[src/design/wbce_pkg.sv]
// ----------------------------------------------------------------------------
// wbce_pkg
// Shared constants and types of the weighted cross-entropy loss block.
// ----------------------------------------------------------------------------
package wbce_pkg;
  localparam int FRAC_BITS_DEF = 16;
  localparam int ACC_WIDTH_DEF = 48;
  localparam int OUT_W = 40;
  localparam int LG_BITS = 30;
  localparam logic [27:0] LN2_Q28 = 28'd186065279;

  typedef enum logic [1:0] {
    REG_BETA_ENABLE = 2'd0,
    REG_BETA_VALUE  = 2'd1,
    REG_BATCH_COUNT = 2'd2,
    REG_LOG_FLOOR   = 2'd3
  } reg_idx_t;

  typedef enum logic [2:0] {
    BK_IDLE, BK_LOG, BK_MUL, BK_TERM, BK_ACC, BK_DIV, BK_OUT
  } bk_state_t;
endpackage

[src/design/wbce_back.sv]
// ----------------------------------------------------------------------------
// wbce_back
// Iterative log, weighting, saturating accumulate and serial divide.
// ----------------------------------------------------------------------------
module wbce_back import wbce_pkg::*; #(
  parameter int FRAC_BITS = FRAC_BITS_DEF,
  parameter int ACC_WIDTH = ACC_WIDTH_DEF
) (
  input  logic                 clk,
  input  logic                 rst,
  input  logic                 q_valid,
  output logic                 q_stall,
  input  logic [FRAC_BITS:0]   q_prob,
  input  logic [FRAC_BITS:0]   q_w,
  input  logic                 q_last,
  input  logic [15:0]          batch_count,
  output logic                 out_valid,
  input  logic                 out_stall,
  output logic [OUT_W-1:0]     mean_loss,
  output logic                 saturated
);
  localparam int W = FRAC_BITS + 1;
  localparam int MW = LG_BITS + 2;
  localparam int SH = LG_BITS + 28 - FRAC_BITS;
  localparam int NW = LG_BITS + 6;
  localparam int PW = NW + 28;
  localparam int TW = PW - SH + W;
  localparam logic [ACC_WIDTH-1:0] ACC_MAX = '1;
  localparam int CW = $clog2(ACC_WIDTH + 1);
  localparam logic [OUT_W-1:0] OUT_MAX = '1;

  bk_state_t state, state_next;
  logic [MW-1:0] m;
  logic [LG_BITS-1:0] frac;
  logic [CW-1:0] cnt;
  logic [5:0] msb;
  logic [W-1:0] w;
  logic last;
  logic [PW-1:0] prod;
  logic [TW-1:0] term;
  logic [ACC_WIDTH-1:0] acc, quo, rem;
  logic clip;

  logic [5:0] msb_c;
  logic [2*MW-1:0] sq;
  logic [MW-1:0] m_sq;
  logic [ACC_WIDTH:0] rem_sh;
  logic [ACC_WIDTH:0] sum_c;
  logic [15:0] div;
  logic [NW-1:0] nlog2;

  always_comb begin
    msb_c = '0;
    for (int i = 0; i <= FRAC_BITS; i++) if (q_prob[i]) msb_c = 6'(i);
    sq = 64'(m) * 64'(m);
    m_sq = MW'(sq >> LG_BITS);
    div = (batch_count == '0) ? 16'd1 : batch_count;
    rem_sh = {rem, quo[ACC_WIDTH-1]};
    nlog2 = (NW'(FRAC_BITS - int'(msb)) << LG_BITS) - NW'(frac);
    sum_c = {1'b0, acc} + (ACC_WIDTH+1)'(term);
  end

  assign q_stall = (state != BK_IDLE);
  assign out_valid = (state == BK_OUT);

  always_comb begin
    state_next = state;
    case (state)
      BK_IDLE: if (q_valid) state_next = BK_LOG;
      BK_LOG:  if (cnt == CW'(LG_BITS - 1)) state_next = BK_MUL;
      BK_MUL:  state_next = BK_TERM;
      BK_TERM: state_next = BK_ACC;
      BK_ACC:  state_next = last ? BK_DIV : BK_IDLE;
      BK_DIV:  if (cnt == CW'(ACC_WIDTH - 1)) state_next = BK_OUT;
      BK_OUT:  if (!out_stall) state_next = BK_IDLE;
      default: state_next = BK_IDLE;
    endcase
  end

  always_ff @(posedge clk) begin
    if (rst) state <= BK_IDLE;
    else state <= state_next;
  end

  always_ff @(posedge clk) begin
    if (rst) begin
      acc <= '0;
      clip <= 1'b0;
    end else begin
      case (state)
        BK_IDLE: begin
          m <= MW'(q_prob) << (LG_BITS - int'(msb_c));
          msb <= msb_c;
          w <= q_w;
          last <= q_last;
          frac <= '0;
          cnt <= '0;
        end
        BK_LOG: begin
          // one log2 bit per square
          if (m_sq >= (MW'(2) << LG_BITS)) begin
            m <= m_sq >> 1;
            frac <= {frac[LG_BITS-2:0], 1'b1};
          end else begin
            m <= m_sq;
            frac <= {frac[LG_BITS-2:0], 1'b0};
          end
          cnt <= cnt + 1'b1;
        end
        BK_MUL: prod <= PW'(nlog2) * PW'(LN2_Q28) + (PW'(1) << (SH - 1));
        BK_TERM: term <= TW'(((TW'(prod >> SH) * TW'(w)) + TW'(1 << (FRAC_BITS - 1)))
                              >> FRAC_BITS);
        BK_ACC: begin
          if (sum_c > (ACC_WIDTH+1)'(ACC_MAX)) begin
            acc <= ACC_MAX;
            clip <= 1'b1;
          end else acc <= sum_c[ACC_WIDTH-1:0];
          quo <= (sum_c > (ACC_WIDTH+1)'(ACC_MAX)) ? ACC_MAX : sum_c[ACC_WIDTH-1:0];
          rem <= '0;
          cnt <= '0;
        end
        BK_DIV: begin
          // restoring divide, one quotient bit per cycle
          if (rem_sh >= (ACC_WIDTH+1)'(div)) begin
            rem <= ACC_WIDTH'(rem_sh - (ACC_WIDTH+1)'(div));
            quo <= {quo[ACC_WIDTH-2:0], 1'b1};
          end else begin
            rem <= rem_sh[ACC_WIDTH-1:0];
            quo <= {quo[ACC_WIDTH-2:0], 1'b0};
          end
          cnt <= cnt + 1'b1;
        end
        BK_OUT: if (!out_stall) begin
          acc <= '0;
          clip <= 1'b0;
        end
        default: ;
      endcase
    end
  end

  always_comb begin
    if (ACC_WIDTH > OUT_W && (quo >> OUT_W) != '0) begin
      mean_loss = OUT_MAX;
      saturated = 1'b1;
    end else begin
      mean_loss = OUT_W'(quo);
      saturated = clip;
    end
  end
endmodule

[config.mk]
export PLATFORM = sky130hd
export DESIGN_NAME = wbce_back
export DESIGN_NICKNAME = d
export VERILOG_FILES = /design/src/design/wbce_pkg.sv /design/src/design/wbce_back.sv
export SDC_FILE = /design/constraint.sdc
export NUM_CORES = 2
export LEC_CHECK = 0
export ABC_AREA = 1
export BUFFER_PORTS_ARGS = -buffer_cell sky130_fd_sc_hd__clkbuf_2
export CAP_MARGIN = 30
export CORE_UTILIZATION = 25
export CTS_BUF_LIST = sky130_fd_sc_hd__clkbuf_8
export DETAILED_ROUTE_END_ITERATION = 8
export GPL_TIMING_DRIVEN = 0
export PLACE_DENSITY = 0.39
export SETUP_SLACK_MARGIN = 0.2
export SYNTH_ARGS = -nofsm -noshare
export SYNTH_HDL_FRONTEND = slang
export SYNTH_SLANG_ARGS = --single-unit
export TNS_END_PERCENT = 5
[constraint.sdc]
create_clock -name clk -period 16.14 [get_ports clk]
set_input_delay 0.807 -clock clk [delete_from_list [all_inputs] [get_ports clk]]
set_output_delay 0.807 -clock clk [all_outputs]
set_load 0.03 [all_outputs]
### After elaboration in Yosys (flattened, before gate mapping)

Cells that the tools add are included.

* output and inout port bits: 43
* input port bits: 55
* logic and storage cells: 101
* bits in registers: 327

* add/subtract/negate cells: 8
* muxes and demuxes: 40
* order comparisons: 3
* bitwise gates (word level): 1
* eq/ne operators: 13
* shift operators: 1
* multiply operators: 3
* reductions and logical operators: 19

Operators with widths (number)
* 48-bit case mux with 2 select lines: 3
* 48-bit two-way mux: 3
* 64-bit by 42-bit adder with 64-bit output, second input constant: 1
* 36-bit by 28-bit multiplier with 64-bit output, second input constant: 1
* 32-bit case mux with 2 select lines: 1
* 32-bit by 32-bit multiplier with 62-bit output: 1
* 30-bit case mux with 2 select lines: 1
* 48-bit by 23-bit adder with 49-bit output: 1
* 49-bit by 16-bit >= comparator with 1-bit output: 1
* 49-bit by 48-bit greater-than comparator with 1-bit output, second input constant: 1
* 6-bit two-way mux: 8
* 48-bit nonzero test: 1
* 48-bit by 16-bit subtractor with 48-bit output: 1
* 40-bit two-way mux: 1
* 39-bit by 16-bit adder with 39-bit output, second input constant: 1
* 22-bit by 17-bit multiplier with 39-bit output: 1
* 36-bit by 30-bit subtractor with 36-bit output: 1
* 32-bit >= comparator, second input constant: 1
* 32-bit two-way mux: 1
* 17-bit by 32-bit left shift with 32-bit output: 1
* 3-bit two-way mux: 9
* 3-bit case mux with 7 select lines: 1
* 16-bit logical NOT: 1
* 16-bit two-way mux: 1
* other kinds (22): 45

### Longest topological paths before layout

* word-level depth: 19
* depth in mapped cells: 44

### Worst setup path after synthesis

No wires, ideal clock.

* kind: flip-flop to flip-flop
* start point: register frac[0]
* end point: register prod[58] (data pin)
* setup time: 0.259 ns
* slack: 7.346 ns
* data arrival time: 8.535 ns
* period minus slack after synthesis: 8.794 ns
* cell stages (with the launch flop): 40
* buffers on the path: 1
* cell sequence: edfxtp_1 -> buf_2 -> inv_1 -> ha_1 -> nand2_2 -> nor2_4 -> nand3_4 -> nor3_4 -> nand3_2 -> nor2_2 -> nand4_1 -> nor2_2 -> nand3_1 -> nor2_2 -> nand2_2 -> nor3_1 -> xor2_1 -> inv_1 -> (+4 left out) -> fa_1 -> fa_1 -> inv_1 -> fa_1 -> ha_1 -> ha_1 -> nand2_1 -> nor2_1 -> inv_1 -> nor2_1 -> and3_1 -> nand2_1 -> o211ai_1 -> a21oi_1 -> o31ai_1 -> nand2_1 -> nand2_1 -> xor2_1

* cells in the longest elaborated chain, start to end: 3

Ends and longest elaborated chain
* from (decl): line wbce_back.sv:34 `logic [LG_BITS-1:0] frac;`
* from (signal assigned): line wbce_back.sv:103 `frac <= {frac[LG_BITS-2:0], 1'b1};`
* from (signal assigned): line wbce_back.sv:106 `frac <= {frac[LG_BITS-2:0], 1'b0};`
* 36-bit by 30-bit subtractor with 36-bit output: line wbce_back.sv:59 `nlog2 = (NW'(FRAC_BITS - int'(msb)) << LG_BITS) - NW'(frac);`
* 36-bit by 28-bit multiplier with 64-bit output: line wbce_back.sv:110 `BK_MUL: prod <= PW'(nlog2) * PW'(LN2_Q28) + (PW'(1) << (SH - 1));`
* 64-bit by 42-bit adder with 64-bit output: line wbce_back.sv:110
* to (signal assigned): line wbce_back.sv:110
* to (decl): line wbce_back.sv:39 `logic [PW-1:0] prod;`

No other way between the ends.
A chain may end at the register's enable or synchronous reset.

### Worst setup path in the final report

Same ends and word-level chain as after synthesis.

==> flow_summary.yaml <==
run_status:
  status: "complete, no violations"
place:
  placed_area_mm2: 0.0826
  portBuffers: 96
  globalplace.congestion: 0.901
  dp_hpwl_mm: 235
drt:
  via_count: 58000
  ant_nets: 0
  drc: 0
  drt-initial-drc-count: 3459
  first_pass_iters: 6
  wl_mm: 267
  avgViaCountPerCell: 4.34
  wl_per_cell_um: 20.0
synthesis:
  yosys_register_bits: 284
  avgSynthCellArea_um2: 8.32
  synthFlopType: "edfxtp_1"
  ys_warn_count: 0
  synth_nets: 11500
  yosysTopAreaCell: "fa_1"
  synth.yosys.seq_area_share_pct: 10.6
  yosysUniqueCellTypes: 63
  yosys-top-cells-area: "fa_1 39%, ha_1 14%, inv_1 13%, edfxtp_1 9.2%, nand2_1 8.6%"
  syn_area_mm2: 0.0757
  synth_top_area_share_pct: 39.1
  synth_edf_count: 232
  synthCells: 9107
  synth_common_cells: "2674 x inv_1, 1728 x nand2_1, 1479 x fa_1"
  postSynth.asyncResetShare_pct: 0
  yosysMostFrequentCell: "inv_1"
cts:
  tritoncts: "done"
  ctsResizeCount: 0
  clk_pin_slew_worst_paths_ns: 0.06
  clockRootBuffer: "clkbuf_8"
  cts_made_buffers: 54
  h-tree-depth: 2
  clock_sinks: 284
  clockBufferDepth: 3
  post_cts_buffers: 0
  worstSkewPairLatency_ns: 0.79
  cts_hold_buf: 0
global_routing:
  globalRouteTotalUtil_pct: 17.6
  grt_max_degree: 24
  first_global_vias: 63900
  grt_pass1_wl_mm: 405
  grt_remaining_overflow: 0
  antenna_found_initial: 9
critical_path:
  cp-start-kind: "flop"
  path_class: "reg2reg"
  crit_family: "adder cells"
  worstPathMaxFanout: 8
  critical_path.most_common_cell: "fa_1"
  crit_required_ns: 16.75
  cp.arrival_ns: 11.67
  critPathCaptureType: "flop"
  slowest_delay_ns: 0.69
  crit_slowest_cell: "edfxtp_1"
  worst-path-buf-inv: 6
sta:
  finalSetupViolations: 0
  tightest_slew_ns: 1.03
  fin_crit_sh_pct: 68.5
  rsz0062_at_grt: "no"
  fin_setup_tns_ns: 0
  min_period_ns: 11.06
  slew_violations: 0
  clock_skew_ns: 0.0740
  slew_headroom_pct: 31.2
  max_freq_ghz: 0.0904
  hold_viol_final: 0
floorplanning:
  rows: 201
  core_mm2: 0.301
  die_width_um: 552
  start_util_pct: 25.2
  dieArea_mm2: 0.305
  die_h_um: 552
  ios: 98
cells_and_area:
  area_growth_pct: 10.6
  drive_above_1_share_pct: 3.97
  nets: 11700
  fin_area_mm2: 0.0838
job:
  maxCapViolations: 0
worst_hold_path:
  hold_path.class: "in2reg"
-- metrics by stage --
stage,setup WS [ns],util (%),hold slack (ns),cells
after floorplan,7.35,-,0.443,9107
after global placement,3.73,27.0,0.458,13200
after detailed placement,5.01,27.5,0.466,13300
after CTS,4.98,27.9,0.0846,13400
after global routing,4.55,27.9,0.135,13400
final,5.08,27.9,0.192,13400
-- final timing paths --
path	start	endpoint	slack, ns	depth (start not counted)
setup / recovery	frac[0]	prod[58]	5.08	41
hold / removal	q_w[2]	w[2]	0.19	1
setup reg to reg	frac[0]	prod[58]	5.08	41
hold reg to reg	acc[18]	acc[18]	0.47	2
-- cells in the final DEF, fill, tap and decap left out, drive strengths merged, types with 10 or more instances in the layout --
| cell | count |
|---|---|
| inv | 2710 |
| nand2 | 1737 |
| fa | 1479 |
| ha | 830 |
| nor2 | 457 |
| a21oi | 384 |
| clkbuf | 357 |
| o21ai | 244 |
| edfxtp | 232 |
| nand3 | 215 |
| buf | 145 |
| xor2 | 131 |
| xnor2 | 69 |
| nor3 | 56 |
| dfxtp | 52 |
| nand4 | 45 |
| a31oi | 37 |
| o21a | 32 |
| nor4 | 29 |
| a21o | 22 |
| o21bai | 21 |
| o211ai | 18 |
| or2 | 16 |
| clkinv | 13 |
| nand3b | 10 |
-- sequential cells by signal (all words and copies together) (netlist names) --
| signal | flops |
|---|---|
| state | 3 |
| cnt | 6 |
| clip | 1 |
| m | 32 |
| msb | 5 |
| last | 1 |
| quo | 48 |
| rem | 48 |
| frac | 30 |
| prod | 22 |
| acc | 48 |
| term | 23 |
| w | 17 |
-- layout make-up --
class | count | area (um^2)
multi-input cells | 5885 | 56700
inverters | 2686 | 10100
flip-flops and latches | 284 | 8010
diodes | 4 | 10.0
well taps | 3958 | 4950
clock buffers | 58 | 798
fillers | 32800 | 217000
plain buffers | 252 | 1000
repair buffers | 192 | 1800
clock inverters | 44 | 389
-- cells by family after synthesis --
group | share of synthesized area, %
buffers and inverters | 14.6
adders and majority gates | 52.8
and+or+nand+nor | 13.8
AOI/OAI and AO/OA | 5.89
xor gates and xnor gates | 2.33
DFF | 10.6
-- metal layers --
layer	track usage [%]	up-vias	part of all wire [%]
met1	23.9	29200	46
met2	30.5	1104	48
li1	-	27500	-
met5	0	-	0.0049
met3	1.24	217	3.4
met4	3.77	2	2.4
Power is left out: the tool's default activity adds up to more than one toggle a clock period on the data nets, which glitch-free logic cannot reach.
