### src/design/wbce_pkg.sv
// ----------------------------------------------------------------------------
// wbce_pkg
// Shared constants and types of the weighted cross-entropy loss block.
// ----------------------------------------------------------------------------
package wbce_pkg;
  localparam int FRAC_BITS_DEF = 16;
  localparam int ACC_WIDTH_DEF = 48;
  localparam int OUT_W = 40;
  localparam int LG_BITS = 30;
  localparam logic [27:0] LN2_Q28 = 28'd186065279;

  typedef enum logic [1:0] {
    REG_BETA_ENABLE = 2'd0,
    REG_BETA_VALUE  = 2'd1,
    REG_BATCH_COUNT = 2'd2,
    REG_LOG_FLOOR   = 2'd3
  } reg_idx_t;

  typedef enum logic [2:0] {
    BK_IDLE, BK_LOG, BK_MUL, BK_TERM, BK_ACC, BK_DIV, BK_OUT
  } bk_state_t;
endpackage

### src/design/wbce_front.sv
// ----------------------------------------------------------------------------
// wbce_front
// Accepts items, forms the clamped probability and the weight.
// ----------------------------------------------------------------------------
module wbce_front import wbce_pkg::*; #(
  parameter int FRAC_BITS = FRAC_BITS_DEF
) (
  input  logic                 clk,
  input  logic                 rst,
  input  logic                 in_valid,
  output logic                 in_stall,
  input  logic [FRAC_BITS:0]   x_in,
  input  logic [FRAC_BITS:0]   t_in,
  input  logic                 last_in,
  input  logic                 beta_enable,
  input  logic [FRAC_BITS:0]   beta_value,
  input  logic [FRAC_BITS:0]   log_floor,
  output logic                 q_valid,
  input  logic                 q_stall,
  output logic [FRAC_BITS:0]   q_prob,
  output logic [FRAC_BITS:0]   q_w,
  output logic                 q_last
);
  localparam int W = FRAC_BITS + 1;
  localparam logic [W-1:0] ONE = W'(1) << FRAC_BITS;
  localparam int PW = 2 * FRAC_BITS + 2;

  logic [W-1:0] x, t, b, fl;
  logic [PW-1:0] psum, wsum;
  logic [W-1:0] prob, w;

  always_comb begin
    x  = (x_in > ONE) ? ONE : x_in;
    t  = (t_in > ONE) ? ONE : t_in;
    b  = (beta_value > ONE) ? ONE : beta_value;
    fl = (log_floor > ONE) ? ONE : log_floor;
    if (fl == '0) fl = W'(1);
    psum = PW'(t) * PW'(x) + PW'(ONE - t) * PW'(ONE - x) + PW'(ONE >> 1);
    prob = W'(psum >> FRAC_BITS);
    if (prob < fl) prob = fl;
    wsum = PW'(t) * PW'(ONE - b) + PW'(ONE - t) * PW'(b) + PW'(ONE >> 1);
    w = beta_enable ? W'(wsum >> FRAC_BITS) : ONE;
  end

  // two-entry queue toward the back part
  logic [2*W:0] mem [2];
  logic         wp, rp;
  logic [1:0]   cnt;
  logic         push, pop;

  assign in_stall = (cnt == 2'd2);
  assign push = in_valid && !in_stall;
  assign q_valid = (cnt != 2'd0);
  assign pop = q_valid && !q_stall;
  assign {q_prob, q_w, q_last} = mem[rp];

  always_ff @(posedge clk) begin
    if (push) mem[wp] <= {prob, w, last_in};
    if (rst) begin
      wp <= 1'b0;
      rp <= 1'b0;
      cnt <= 2'd0;
    end else begin
      if (push) wp <= ~wp;
      if (pop) rp <= ~rp;
      cnt <= cnt + 2'(push) - 2'(pop);
    end
  end
endmodule

### config.mk
export PLATFORM = sky130hd
export DESIGN_NAME = wbce_front
export DESIGN_NICKNAME = d
export VERILOG_FILES = /design/src/design/wbce_pkg.sv /design/src/design/wbce_front.sv
export SDC_FILE = /design/constraint.sdc
export NUM_CORES = 2
export LEC_CHECK = 0
export BUFFER_PORTS_ARGS = -buffer_cell sky130_fd_sc_hd__buf_4
export CAP_MARGIN = 20
export CELL_PAD_IN_SITES_DETAIL_PLACEMENT = 1
export CELL_PAD_IN_SITES_GLOBAL_PLACEMENT = 1
export CORE_MARGIN = 2
export CORE_UTILIZATION = 56
export DETAILED_ROUTE_END_ITERATION = 8
export PLACE_DENSITY = 0.95
export SYNTH_ARGS = -nofsm -noshare
export SYNTH_HDL_FRONTEND = slang
export SYNTH_SLANG_ARGS = --single-unit
### constraint.sdc
create_clock -name clk -period 35.3 [get_ports clk]
set_input_delay 7.06 -clock clk [delete_from_list [all_inputs] [get_ports clk]]
set_output_delay 7.06 -clock clk [all_outputs]
set_load 0.05 [all_outputs]
Word level (Yosys, flattened, before mapping)
Memories as Yosys holds them, arrays and structs flattened. A register that Yosys moved wholly into a read port is not among the register bits.
Index checks and enable logic that the tools add are counted.
{"block": "totals", "mem_bits_rw": 70, "word_cells": 42, "memories": 1, "output_inout_bits": 37, "reg_bits": 4, "input_bits": 74}
{"block": "op_classes", "mux": 11, "eq_ne": 1, "bitwise_logic": 2, "add_sub_neg": 9, "n_lt_le_gt_ge": 5, "multipliers": 4, "reduce_logical": 6}
{"name": "mem", "words": 2, "width": 35, "read_ports": 1, "rd_ports_with_merged_regs": 1, "wr": 1, "line": "wbce_front.sv:46", "source": "logic [2*W:0] mem [2];"}
{"cell": "17-bit 2-to-1 mux", "n": 7}
{"cell": "18-bit by 18-bit multiplier with 33-bit output", "n": 3}
{"cell": "17-bit greater-than comparator (second input constant)", "n": 4}
{"cell": "33-bit by 16-bit adder with 33-bit output (second input constant)", "n": 2}
{"cell": "33-bit adder", "n": 2}
{"cell": "17-bit by 17-bit subtractor with 18-bit output (first input constant)", "n": 3}
{"cell": "17-bit by 17-bit multiplier with 33-bit output", "n": 1}
{"cell": "17-bit logical NOT", "n": 1}
{"cell": "17-bit < comparator", "n": 1}
{"cell": "1-bit 2-to-1 mux", "n": 4}
{"cell": "2-bit by 1-bit adder with 2-bit output", "n": 1}
{"cell": "2-bit equality test (second input constant)", "n": 1}
{"cell": "1-bit logical AND", "n": 2}
{"cell": "1-bit logical NOT", "n": 2}
{"cell": "1-bit NOT", "n": 2}
{"cell": "2-bit nonzero test", "n": 1}
{"cell": "2-bit by 1-bit subtractor with 2-bit output", "n": 1}

Longest topological paths before layout
{"block": "logic_depth", "depth_word": 8, "mapped_depth": 51, "mapped_depth_nobuf": 47}

Least setup slack after synthesis
OpenSTA, ideal clock, no wires.
{"block": "synth_path", "path_kind": "input to register", "startpoint": "in t_in[2]", "endpoint": "mem mem[0][18] (netlist bit) (data pin)", "path_stages": 48, "t_required_ps": 35043, "slack_ps": 17136, "path_buffers": 6, "t_arrival_ps": 17907, "path_cell_list": "or4_4 -> or4_4 -> o21ai_4 -> buf_6 -> and2_1 -> inv_1 -> buf_1 -> ha_1 -> clkbuf_1 -> inv_1 -> o31a_1 -> and2_1 -> clkbuf_1 -> clkbuf_1 -> nand2_1 -> fa_1 -> inv_1 -> fa_1 -> (+12 left out) -> nor4_1 -> a211oi_2 -> or2_2 -> a21o_1 -> a21oi_1 -> xor2_1 -> inv_1 -> ha_1 -> a211o_1 -> a21oi_1 -> o21ai_0 -> a31oi_1 -> o221ai_1 -> o211a_1 -> nor3_1 -> clkbuf_1 -> nor2_1 -> a21o_1"}
{"block": "synth_via", "elab_chain_len": 8, "word_cells_on_any_way": 9, "classes_between": "3 x add/sub; 2 x mul; 2 x order compare; 2 x mux"}
{"element": "from (decl)", "line": "wbce_front.sv:13", "source": "input logic [FRAC_BITS:0] t_in,"}
{"element": "17-bit greater-than comparator", "line": "wbce_front.sv:34", "source": "t = (t_in > ONE) ? ONE : t_in;"}
{"element": "17-bit 2-to-1 mux (*)", "line": "wbce_front.sv:34"}
{"element": "17-bit by 17-bit subtractor with 18-bit output", "line": "wbce_front.sv:38", "source": "psum = PW'(t) * PW'(x) + PW'(ONE - t) * PW'(ONE - x) + PW'(ONE >> 1);"}
{"element": "18-bit by 18-bit multiplier with 33-bit output", "line": "wbce_front.sv:38"}
{"element": "33-bit adder (*)", "line": "wbce_front.sv:38"}
{"element": "33-bit by 16-bit adder with 33-bit output (*)", "line": "wbce_front.sv:38"}
{"element": "17-bit < comparator", "line": "wbce_front.sv:40", "source": "if (prob < fl) prob = fl;"}
{"element": "17-bit 2-to-1 mux (*)", "line": "wbce_front.sv:40"}
{"element": "via prob[0]", "line": "wbce_front.sv:30", "source": "logic [W-1:0] prob, w;"}
{"element": "to (decl)", "line": "wbce_front.sv:46"}
Mark *: on every way through the listed nets, which the timed path passes. The rest lies on a longest branch.

Final worst setup path
{"block": "layout_path", "startpoint": "in t_in[8]", "endpoint": "mem mem[1][34] (netlist bit) (data pin)"}
Same word-level chain as after synthesis.

==> run summary <==
SYNTHESIS
--------------------------------------------------------------------------------------
Largest cells by area after synthesis ................................... sky130_fd_sc_hd__fa_1 53%, sky130_fd_sc_hd__inv_1 10%, sky130_fd_sc_hd__ha_1 10%
Total standard cell area after synthesis ................................ 0.0445 sq mm
Number of library cell types mapped by synthesis ........................           71
FF+latch count, synth ...................................................           75
Mean Syn Cell Area ......................................................   9.17 sq um
Fraction of synthesis flops using an asynchronous set or reset pin ......           0%
Fraction of the yosys area taken by sequential cells ....................        4.95%
Count of warnings emitted by yosys ......................................            0
Yosys top cell area share ...............................................        53.0%
Biggest area consumer among synthesized cells ........................... sky130_fd_sc_hd__fa_1
Syn Inst Count ..........................................................        4,849
Number of flops mapped to enable cells by yosys .........................           70
Prevailing post-synth register cell ..................................... sky130_fd_sc_hd__edfxtp_1

GLOBAL ROUTE
--------------------------------------------------------------------------------------
Most crowded layer after global routing .................................         met2
Antenna violations before repair ........................................            7
Met3 track demand over resource in global routing .......................        15.9%
Met2 track demand over resource in global routing .......................        72.0%
Vias in the first global route ..........................................       45,019
All-layer global routing usage ..........................................        45.1%
Global-route wire length before repair .................................. 268,000 microns
Total gr overflow .......................................................            0
Largest net degree at the start of global routing .......................           45
Global-route met1 utilization ...........................................        46.6%

PLACE
--------------------------------------------------------------------------------------
Placed cells ............................................................        5,953
Post-detailed-placement half-perimeter wirelength ....................... 146,000 microns
Placer's final routability congestion estimate ..........................         1.01
Count of buffers inserted at the top-level ports ........................          110
Dpl ws ..................................................................    14,070 ps

ROUTE
--------------------------------------------------------------------------------------
Total number of vias ....................................................       37,084
DRC Markers .............................................................            0
Antenna-violating nets left .............................................            0
Post-Route WL ........................................................... 180,000 microns
Per-cell via count in the routed design .................................         6.19
First-iteration detailed-routing DRC count ..............................        3,599
Detailed-router iteration count before antenna repair ...................            7
Drt wl/cell ............................................................. 30.1 microns

TIMING
--------------------------------------------------------------------------------------
Final Max Tran Viols ....................................................            0
RSZ-0062 raised after global routing ....................................           no
Minimum clock period ....................................................    21,450 ps
Total Neg Setup Slack ...................................................         0 ps
Worst slew slack as a fraction of its limit .............................        11.2%
Worst-Margin Slew .......................................................      1320 ps
Worst Slack Setup Final .................................................    13,850 ps
Peak clock frequency supported by timing ................................     46.6 MHz
Period utilisation layout ...............................................        60.8%
Final number of setup-violating endpoints ...............................            0
Final Skew ..............................................................      7.72 ps
Final hold vios .........................................................            0

WORST SETUP PATH
--------------------------------------------------------------------------------------
Worst-case reg-to-reg path depth ........................................            8
Critical path data required time ........................................    35,410 ps
Setup slack, reg-to-reg .................................................    33,490 ps
Library cell contributing the largest single delay on the critical path . sky130_fd_sc_hd__xnor2_2
Crit path kind .......................................................... primary input to flop
Critical Path Max Stage Delay ...........................................       920 ps
Arrival @ worst endpoint ................................................    21,570 ps
Worst setup SP type ..................................................... primary input
Endpoint of the lowest-slack register-to-register path ..................       cnt[1]
Reg2Reg Launch Point ....................................................       cnt[1]
Largest fanout on the critical path .....................................           22
CP Capture Type .........................................................         flop
Top cell by count, worst path ........................................... sky130_fd_sc_hd__fa_1

MIN PATH
--------------------------------------------------------------------------------------
Sink of the worst hold path .............................................           rp
Class of the tightest hold or removal check ............................. flop to flop
Hold path startpoint ....................................................           rp
Hold Path Depth .........................................................            2

STATUS
--------------------------------------------------------------------------------------
Status .................................................................. finished, final reports clean

FINAL LAYOUT
--------------------------------------------------------------------------------------
Total Nets Final ........................................................        6,536
Final cell count without fillers ........................................        5,988
Share of final-layout standard cells stronger than drive strength 1 .....        6.18%
Area grow syn2layout ....................................................        6.44%

DIE
--------------------------------------------------------------------------------------
Initial Utilization .....................................................        56.4%
Num ports ...............................................................          111
Horizontal die dimension ................................................  286 microns
Core outline area ....................................................... 0.0789 sq mm
Die Area ................................................................ 0.0817 sq mm
Number of cell rows .....................................................          103
Die height ..............................................................  286 microns

CLOCKING
--------------------------------------------------------------------------------------
Total number of H-tree levels ...........................................            3
Clock net sink count ....................................................           75
Clock root cell ......................................................... sky130_fd_sc_hd__clkbuf_16
Clock slew at the register clock pins of the worst setup and hold paths .        60 ps
Number of buffers inserted during clock tree synthesis ..................            9
# resized after CTS .....................................................            0
Clock latency at the later pin of the worst-skew pair ...................       370 ps
Quantity of hold-fixing buffers added after cts .........................            0
CTS tree ................................................................        built
CTS Buffer Depth ........................................................            2
Post-CTS setup buffers ..................................................            0

FLOW RUN
--------------------------------------------------------------------------------------
Number of max-capacitance violations reported ...........................            0

layer usage:
layer	part of all wire (%)	vias to the layer above	wire (microns)
met2	47	3054	83900
met3	12	1416	21000
met4	11	8	20000
met5	0.030	-	54
li1	-	14035	-
met1	31	18571	55100
cells by family after synthesis:
kind of cell / Yosys count / synth area share, %
adder cells (fa/ha/maj): 1535 / 63.0
buffers and inverters: 1439 / 12.3
multiplexers: 38 / 0.959
flip-flops: 75 / 4.95
AND/OR/NAND/NOR: 1484 / 13.9
AO/OA/AOI/OAI: 152 / 2.32
other: 2 / 0.0169
XOR/XNOR: 124 / 2.49
cells in the mapped netlist (5+ instances only):
cell                       count
sky130_fd_sc_hd__nor2_1      441
sky130_fd_sc_hd__and3_1       10
sky130_fd_sc_hd__buf_2        26
sky130_fd_sc_hd__xor2_1       32
sky130_fd_sc_hd__o21a_1       10
sky130_fd_sc_hd__mux2_2       37
sky130_fd_sc_hd__nand2_1     784
sky130_fd_sc_hd__nand2b_1     20
sky130_fd_sc_hd__o21ai_0      25
sky130_fd_sc_hd__dfxtp_1       5
sky130_fd_sc_hd__a211oi_1      5
sky130_fd_sc_hd__and2_1       82
sky130_fd_sc_hd__fa_1       1177
sky130_fd_sc_hd__or2_2         7
sky130_fd_sc_hd__edfxtp_1     70
sky130_fd_sc_hd__a21oi_1      38
sky130_fd_sc_hd__xnor2_1      89
sky130_fd_sc_hd__inv_1      1213
sky130_fd_sc_hd__nand4_1      15
sky130_fd_sc_hd__nor2b_1      37
sky130_fd_sc_hd__nand3_1      32
sky130_fd_sc_hd__o22ai_1       5
sky130_fd_sc_hd__a21o_1       21
sky130_fd_sc_hd__o21bai_1      7
sky130_fd_sc_hd__buf_1        17
sky130_fd_sc_hd__clkbuf_1    174
sky130_fd_sc_hd__or3_1         6
sky130_fd_sc_hd__nor4_1        7
sky130_fd_sc_hd__ha_1        358
sky130_fd_sc_hd__nor3_1       25
placed cells by master, fill, tap and decap left out, types with 6 or more instances in the layout:
cell type,count
sky130_fd_sc_hd__and3_1,9
sky130_fd_sc_hd__nor2_1,440
sky130_fd_sc_hd__or3_1,6
sky130_fd_sc_hd__xnor2_2,8
sky130_fd_sc_hd__ha_1,358
sky130_fd_sc_hd__a21o_1,21
sky130_fd_sc_hd__o21ai_0,24
sky130_fd_sc_hd__a21oi_1,38
sky130_fd_sc_hd__nand3_1,32
sky130_fd_sc_hd__nand4_1,15
sky130_fd_sc_hd__edfxtp_1,70
sky130_fd_sc_hd__xor2_1,31
sky130_fd_sc_hd__o21a_1,10
sky130_fd_sc_hd__nor2b_1,23
sky130_fd_sc_hd__nor2b_2,9
sky130_fd_sc_hd__and2_1,81
sky130_fd_sc_hd__fa_1,1177
sky130_fd_sc_hd__nor3_1,24
sky130_fd_sc_hd__or2_2,7
sky130_fd_sc_hd__buf_4,190
sky130_fd_sc_hd__conb_1,92
sky130_fd_sc_hd__xnor2_1,82
sky130_fd_sc_hd__nand2b_1,20
sky130_fd_sc_hd__mux2_2,37
sky130_fd_sc_hd__nor4_1,6
sky130_fd_sc_hd__inv_1,1213
sky130_fd_sc_hd__o21bai_1,7
sky130_fd_sc_hd__diode_2,6
sky130_fd_sc_hd__clkbuf_16,9
sky130_fd_sc_hd__nand2_1,784
critical path, delay by kind of cell:
family          cells  cell delay, ps
compound gates     11            2870
xor+xnor            2            1170
fa+ha+maj          11            5240
buf+inv            10            2040
mux                 1             380
simple gates        9            2770
final cells by class:
type / count / area (sq um)
Tap cell: 1050 / 1310
Antenna cell: 6 / 15.0
Clock buffer: 9 / 225
Fill cell: 9116 / 31500
Inverter: 1217 / 4570
Clock inverter: 7 / 91.3
Multi-Input combinational cell: 3425 / 37300
Sequential cell: 75 / 2200
Timing Repair Buffer: 199 / 1600
through the flow:
stage | utilization (%) | area [sq um] | hold WS, ps
6_report | 60.0 | 47300 | 552
5_1_grt | 60.0 | 47300 | 575
4_1_cts | 59.7 | 47100 | 556
3_5_place_dp | 59.3 | 46800 | 528
3_3_place_gp | 59.3 | 46800 | 497
2_1_floorplan | - | 44800 | 481
flip-flops by register name, summed over array words and instances, names as in the netlist, named ones only:
signal / flops
rp: 1
mem: 70
wp: 1
cnt: 2
worst max path at each step:
stage	from	slack, ps	end
2_1_floorplan	t_in[2]	17140	mem[0][18]
4_1_cts	t_in[2]	14410	mem[1][34]
5_1_grt	t_in[8]	13700	mem[1][34]
6_report	t_in[8]	13850	mem[1][34]
3_3_place_gp	t_in[2]	14870	mem[0][34]
3_5_place_dp	t_in[2]	14070	mem[0][34]
Power is left out: the tool's default activity adds up to more than one toggle a clock period on the data nets, which glitch-free logic cannot reach.
